<file path="src/design/pose_transform_velocity_estimator_macros.svh">
// Assertion helpers for the pose/velocity block
`ifndef POSE_TRANSFORM_VELOCITY_ESTIMATOR_MACROS_SVH
`define POSE_TRANSFORM_VELOCITY_ESTIMATOR_MACROS_SVH
`define PTVE_ASSERT_IMPL(label, clk, rst_n, ante, cons) \
  label: assert property (@(posedge clk) disable iff (!rst_n) (ante) |-> (cons)) \
    else $error("assertion failed");
`define PTVE_ASSERT_NEXT(label, clk, rst_n, ante, cons) \
  label: assert property (@(posedge clk) disable iff (!rst_n) (ante) |=> (cons)) \
    else $error("assertion failed");
`endif

</file>
<file path="src/design/ptve_pkg.sv">
`default_nettype none
package ptve_pkg;
  localparam int unsigned NumLanes = 3;
  localparam int unsigned DivSteps = 53;
  localparam logic [1:0] StatFirst = 2'd0;
  localparam logic [1:0] StatValid = 2'd1;
  localparam logic [1:0] StatRestart = 2'd2;
  localparam logic OpPose = 1'b0;
  localparam logic OpPoint = 1'b1;

  typedef enum logic [2:0] {
    ST_IDLE, ST_ROT, ST_WORLD, ST_DIV, ST_OUT
  } state_t;

  // Q2.30 value rounded to Q2.15 and saturated to 18 bits
  function automatic logic signed [17:0] rot_round(input logic signed [35:0] q30);
    logic signed [21:0] r;
    r = 22'((q30 + 36'sd16384) >>> 15);
    if (r > 22'sd131071) return 18'sd131071;
    else if (r < -22'sd131072) return -18'sd131072;
    else return r[17:0];
  endfunction

  function automatic logic signed [31:0] sat32(input logic signed [63:0] v);
    if (v > 64'sd2147483647) return 32'h7fffffff;
    else if (v < -64'sd2147483648) return 32'h80000000;
    else return v[31:0];
  endfunction
endpackage
`default_nettype wire

</file>
<file path="src/design/ptve_lane.sv">
`default_nettype none
// One axis: world coordinate from a rotation row, then velocity by restoring division.
module ptve_lane import ptve_pkg::*; (
  input  wire logic clk,
  input  wire logic start_world,
  input  wire logic start_div,
  input  wire logic div_step,
  input  wire logic signed [17:0] r0,
  input  wire logic signed [17:0] r1,
  input  wire logic signed [17:0] r2,
  input  wire logic signed [18:0] b0,
  input  wire logic signed [18:0] b1,
  input  wire logic signed [18:0] b2,
  input  wire logic signed [31:0] trans,
  input  wire logic signed [31:0] prev_pos,
  input  wire logic [47:0] dt,
  output logic signed [31:0] world,
  output logic signed [31:0] vel
);
  logic signed [37:0] p0_r, p1_r, p2_r;
  logic signed [31:0] world_r;
  logic [52:0] num_r;        // 2*|d|*1e6 + dt, shifted out msb first
  logic [48:0] den_r;        // 2*dt, held for the whole divide
  logic [49:0] rem_r;
  logic [52:0] quo_r;
  logic neg_r;
  logic signed [39:0] acc;
  logic signed [32:0] dpos;
  logic [32:0] mag;
  logic [50:0] trial;
  logic [63:0] qsat;

  always_comb begin
    acc = 40'(p0_r) + 40'(p1_r) + 40'(p2_r);
    dpos = 33'(world_r) - 33'(prev_pos);
    mag = dpos[32] ? 33'(-dpos) : dpos;
    trial = {rem_r, num_r[52]} - {2'b0, den_r};
    qsat = 64'(quo_r);
  end

  always_ff @(posedge clk) begin
    p0_r <= 38'(r0 * b0);
    p1_r <= 38'(r1 * b1);
    p2_r <= 38'(r2 * b2);
    if (start_world)
      world_r <= sat32(64'((acc + 40'sd16384) >>> 15) + 64'(trans));
    if (start_div) begin
      neg_r <= dpos[32];
      num_r <= 53'({mag, 1'b0} * 53'd1000000) + 53'(dt);
      den_r <= {dt, 1'b0};
      rem_r <= '0;
      quo_r <= '0;
    end else if (div_step) begin
      num_r <= {num_r[51:0], 1'b0};
      if (!trial[50]) begin
        rem_r <= trial[49:0];
        quo_r <= {quo_r[51:0], 1'b1};
      end else begin
        rem_r <= {rem_r[48:0], num_r[52]};
        quo_r <= {quo_r[51:0], 1'b0};
      end
    end
  end

  assign world = world_r;
  assign vel = neg_r ? sat32(-$signed(qsat)) : sat32($signed(qsat));
endmodule
`default_nettype wire

</file>
<file path="config.mk">
export PLATFORM = sky130hd
export DESIGN_NAME = ptve_lane
export DESIGN_NICKNAME = d
export VERILOG_FILES = /design/src/design/pose_transform_velocity_estimator_macros.svh /design/src/design/ptve_pkg.sv /design/src/design/ptve_lane.sv
export SDC_FILE = /design/constraint.sdc
export NUM_CORES = 2
export LEC_CHECK = 0
export ABC_AREA = 1
export ABC_CLOCK_PERIOD_IN_PS = 12000
export BUFFER_PORTS_ARGS = -buffer_cell sky130_fd_sc_hd__buf_2
export CAP_MARGIN = 20
export CORE_ASPECT_RATIO = 0.8
export CORE_UTILIZATION = 55
export DETAILED_ROUTE_END_ITERATION = 6
export PLACE_DENSITY_LB_ADDON = 0.12
export SLEW_MARGIN = 20
export SYNTH_ARGS = -nofsm -noshare
export SYNTH_HDL_FRONTEND = slang
export SYNTH_SLANG_ARGS = --single-unit
export TNS_END_PERCENT = 30
</file>
<file path="constraint.sdc">
create_clock -name clk -period 12 [get_ports clk]
set_input_delay 2.4 -clock clk [delete_from_list [all_inputs] [get_ports clk]]
set_output_delay 2.4 -clock clk [all_outputs]
set_load 0.01 [all_outputs]
</file>
## After elaboration in Yosys (flattened, before gate mapping)

Cells that the tools add are included.

| word-level totals | value |
|---|---|
| bits in registers | 348 |
| bits in latches | 0 |
| bits in writable memories | 0 |
| ROM bits | 0 |
| bits of input ports | 227 |
| output and inout bits | 64 |
| word-level logic and storage cells | 40 |
| memories kept | 0 |

| cells by class | value |
|---|---|
| $add $sub $neg | 9 |
| multiply operators | 4 |
| divide/modulo/power cells | 0 |
| magnitude comparators | 6 |
| equal/unequal tests | 0 |
| shift-type cells | 0 |
| multiplexer cells | 11 |
| bitwise gates (word level) | 0 |
| reductions and logical operators | 1 |

Operator list:

| kind | count |
|---|---|
| two-way mux 32 bit | 6 |
| multiplier 18 x 19 -> 37 bit | 3 |
| two-way mux 53 bit | 2 |
| > comparator 64 x 32 -> 1 bit (second input constant) | 1 |
| less-than comparator 64 x 32 -> 1 bit (second input constant) | 1 |
| negator 53 -> 64 bit | 1 |
| less-than comparator 54 x 32 -> 1 bit (second input constant) | 1 |
| adder 53 x 48 -> 53 bit | 1 |
| > comparator 53 x 31 -> 1 bit (second input constant) | 1 |
| subtractor 51 x 49 -> 51 bit | 1 |
| two-way mux 50 bit | 1 |
| multiplier 33 x 14 -> 46 bit (second input constant) | 1 |
| adder 39 x 16 -> 40 bit (second input constant) | 1 |
| adder 38 x 37 -> 39 bit | 1 |
| adder 37 x 37 -> 38 bit | 1 |
| adder 25 x 32 -> 33 bit | 1 |
| > comparator 33 x 32 -> 1 bit (second input constant) | 1 |
| less-than comparator 33 x 32 -> 1 bit (second input constant) | 1 |
| two-way mux 33 bit | 1 |
| negator 33 bit | 1 |
| subtractor 32 x 32 -> 33 bit | 1 |
| nonzero test 2 bit | 1 |
| two-way mux 1 bit | 1 |

## Longest topological paths before layout

| depth | value |
|---|---|
| depth in word-level cells | 6 |
| gate-level depth with buffers | 57 |
| gate-level depth less buffers | 56 |

## Least setup slack after synthesis

Ideal clock, no wire load.

| timing | value |
|---|---|
| path kind | input -> register |
| start point | input port prev_pos[0] |
| end point | register num_r[50] (data pin) |
| setup time | 0.254 ns |
| arrival | 10.941 ns |
| data required time | 11.746 ns |
| path slack | 0.806 ns |
| stages | 50 |
| path buffers | 3 |
| cell sequence | ha_1 fa_1 inv_1 nand3_1 nand3_1 nand2_1 nand2_2 nand2_1 nand2_1 nand3_2 nand3_1 nand2_1 buf_6 buf_6 buf_4 o21ai_0 fa_1 fa_1 [... 14 more ...] o21ai_0 nand3_1 o211ai_1 xor2_1 ha_1 nand2_1 nor2_1 inv_1 nor4_1 nand3_1 nand3_1 nand2_1 nand3_1 nand2_1 nand2_1 nand4_1 nand3_1 nand2_1 |

| on the way | value |
|---|---|
| word-level cells in the longest chain between the ends | 6 |

Ends and longest elaborated chain:

| what | RTL line | source |
|---|---|---|
| start: declaration | ptve_lane.sv:15 | `input wire logic signed [31:0] prev_pos,` |
| subtractor 32 x 32 -> 33 bit (*) | ptve_lane.sv:35 | `dpos = 33'(world_r) - 33'(prev_pos);` |
| named net dpos[32] | ptve_lane.sv:28 | `logic signed [32:0] dpos;` |
| negator 33 bit | ptve_lane.sv:36 | `mag = dpos[32] ? 33'(-dpos) : dpos;` |
| two-way mux 33 bit (*) | ptve_lane.sv:36 |  |
| multiplier 33 x 14 -> 46 bit (*) | ptve_lane.sv:49 | `num_r <= 53'({mag, 1'b0} * 53'd1000000) + 53'(dt);` |
| adder 53 x 48 -> 53 bit (*) | ptve_lane.sv:49 |  |
| two-way mux 53 bit (*) | ptve_lane.sv:47 | `if (start_div) begin` |
| end signal: assignment | ptve_lane.sv:49 |  |
| end signal: assignment | ptve_lane.sv:54 | `num_r <= {num_r[51:0], 1'b0};` |
| end: declaration | ptve_lane.sv:22 | `logic [52:0] num_r;` |

Mark *: on every way through the listed nets, which the timed path passes. The rest lies on a longest branch.
A chain may end at the register's enable or synchronous reset.

## Worst setup path after layout

| timing | value |
|---|---|
| start point | input port prev_pos[0] |
| end point | register num_r[50] (data pin) |

| on the way | value |
|---|---|
| word-level cells in the longest chain between the ends | 6 |

Ends and longest elaborated chain:

| what | RTL line |
|---|---|
| subtractor 32 x 32 -> 33 bit (*) | ptve_lane.sv:35 |
| negator 33 bit | ptve_lane.sv:36 |
| two-way mux 33 bit (*) | ptve_lane.sv:36 |
| multiplier 33 x 14 -> 46 bit (*) | ptve_lane.sv:49 |
| adder 53 x 48 -> 53 bit (*) | ptve_lane.sv:49 |
| two-way mux 53 bit (*) | ptve_lane.sv:47 |

Every way passes the cells marked *; elsewhere a longest branch is shown, timed or not.

==> flow_summary.json <==
{
  "syn_to_final_growth_pct": 5.957,
  "synth-simple-area-share_pct": 18.50,
  "nNetsFinal": 11640,
  "period_needed_ps": 11230,
  "end_kind": "register",
  "cts_tree": "built",
  "ys_warn_count": 0,
  "synth_xor_area_share_pct": 4.499,
  "fp.dieW_um": 408.7,
  "syn_nets": 11540,
  "cts-buffers-inserted": 43,
  "n_fill_cell": 12240,
  "synthCells": 9458,
  "holdCritPathClass": "reg -> reg",
  "syn-cell-area_mm2": 0.07278,
  "worstSkewPairLatency_ps": 650,
  "synth_top_area_cell": "fa_1",
  "post_drt_wl_per_cell_um": 18.05,
  "clockBufferDepth": 3,
  "ys.flop_type": "dfxtp_1",
  "cts_resized": 0,
  "portBuffers": 290,
  "die-area_mm2": 0.1338,
  "ys_ff_latch": 348,
  "synth_compound_area_share_pct": 8.164,
  "drive_gt1_share_pct": 6.258,
  "drtIter0Drc": 4780,
  "multi_input_area_mm2": 0.05485,
  "worstSetupPathType": "in -> reg",
  "antenna_found_initial": 5,
  "via_per_inst": 5.342,
  "setup_viol": 0,
  "slew_headroom_pct": 38.35,
  "rows": 118,
  "fin_crit_sh_pct": 93.56,
  "path_clk_slew_ps": 60,
  "cts-hold-fix-buffers": 0,
  "synth_edf_count": 134,
  "grt_start_max_net_pins": 75,
  "path_buf_inv": 8,
  "gp_congestion": 0.9788,
  "max_freq_mhz": 89.07,
  "vias": 60530,
  "max_cap_violations": 0,
  "cp.arrival_ps": 11580,
  "root_buffer": "clkbuf_16",
  "worstMarginPinSlew_ps": 924.8,
  "crit_top_cell": "nand2_1",
  "grt_overflow": 0,
  "finalHoldViolCount": 0,
  "cp-start-kind": "input pin",
  "drv_slew": 0,
  "dp_slack_ps": -54.57,
  "ctsHtreeMaxLevel": 2,
  "synth_area_leaders": "fa_1 (33%), inv_1 (11%), ha_1 (11%)",
  "seq_area_mm2": 0.008308,
  "drcViolationCount": 0,
  "grt_usage_pct": 31.02,
  "firstDrtPassIters": 6,
  "synth_cell_type_count": 63,
  "start_util_pct": 55.83,
  "slowest_delay_ps": 560,
  "critPathTopFamily": "adder cells",
  "synthAdderAreaFrac_pct": 44.15,
  "wl_um": 204500,
  "synthMuxAreaShare_pct": 0,
  "post_synth.cell_area_avg_um2": 7.695,
  "seq_area_frac_synth_pct": 11.42,
  "rsz0062_at_grt": "no",
  "synth_top_family_by_area": "adder cells",
  "yosys-top-cells-count": "inv_1 (2227), nand2_1 (2203), fa_1 (1189)",
  "async_flop_share_pct": 0,
  "io_pins": 291,
  "numClockSinks": 348,
  "grt_pass1_wl_um": 329900,
  "cp_slowest_cell": "fa_1",
  "die_y_um": 327.4,
  "cp_max_fo": 9,
  "finClkSkew_ps": 52.10,
  "outcome": "finished, final reports clean",
  "cts_setup_buffers": 0,
  "synth.most_common_cell": "inv_1",
  "crit_required_ps": 12350,
  "ant_nets": 0,
  "dp_hpwl_um": 170900,
  "grt_pass1_vias": 60930,
  "core_area_mm2": 0.1304,
  "timing.final.ws_setup_ps": 772.7,
  "yosysTopAreaCellShare_pct": 32.71
}
==> cells in the final DEF (no fill, tap or decap), types with 128 or more instances in the layout <==
cell type / instances
nand2_1: 2201
a21oi_1: 416
xnor2_1: 128
edfxtp_1: 134
ha_1: 666
inv_1: 2227
nand3_1: 246
xor2_1: 223
fa_1: 1189
dfxtp_1: 214
buf_2: 289
o21ai_0: 325
nor2_1: 526
==> final timing paths <==
| path | from | end | slack, ps | depth (start not counted) |
|---|---|---|---|---|
| worst max-delay path | prev_pos[0] | num_r[50] | 770 | 49 |
| worst min-delay path | rem_r[40] | rem_r[40] | 470 | 2 |
| worst min register to register | rem_r[40] | rem_r[40] | 470 | 2 |
| worst max register to register | world[0] | num_r[50] | 2050 | 49 |
==> cell families (layout without fill, tap and decap cells) <==
family          count (synthesis)  in the layout
xor+xnor                      361            361
fa+ha+maj                    1855           1855
compound gates               1063           1063
flops                         348            348
simple gates                 3285           3285
buf+inv                      2546           2675
other cells                     0              4
==> worst min-delay path: stages (launching register included) <==
cell and delay [ps]:
dfxtp_1 320, nand2_1 60, nand2_1 40
==> sequential cells by signal, indices dropped and copies added, names as in the netlist <==
register  cells
den_r        48
neg_r         1
num_r        53
p0_r         37
p1_r         37
p2_r         37
quo_r        53
rem_r        50
world        32
==> per-layer routing <==
metal / share of wire, % / vias up / global-route usage [%]
li1: - / 28820 / -
met2: 44 / 2149 / 47.97
met5: 0.012 / - / 0
met3: 8.0 / 244 / 5.206
met1: 46 / 29310 / 45.73
met4: 2.0 / 4 / 6.522
==> stage by stage <==
stage | std cells | instance area, µm² | TNS, ps | util, % | hold slack [ps]
after floorplan | 9458 | 72780 | 0 | - | 421.5
after global placement | 11250 | 75590 | 0 | 57.98 | 460.2
after detailed placement | 11250 | 75590 | -137.3 | 57.98 | 459.3
after CTS | 11330 | 77080 | 0 | 59.12 | 474.4
after global routing | 11330 | 77110 | 0 | 59.15 | 493.7
final | 11330 | 77120 | 0 | 59.15 | 474.8
==> final cells by class <==
cell class	count	area share (%)
multi-input combinational	6564	71.13
inverter	2261	11.01
sequential	348	10.77
tap	1740	2.823
timing repair buffer	335	2.328
clock buffer	51	1.528
clock inverter	28	0.3959
antenna	4	0.01298
Power is left out: the tool's default activity adds up to more than one toggle a clock period on the data nets, which glitch-free logic cannot reach.
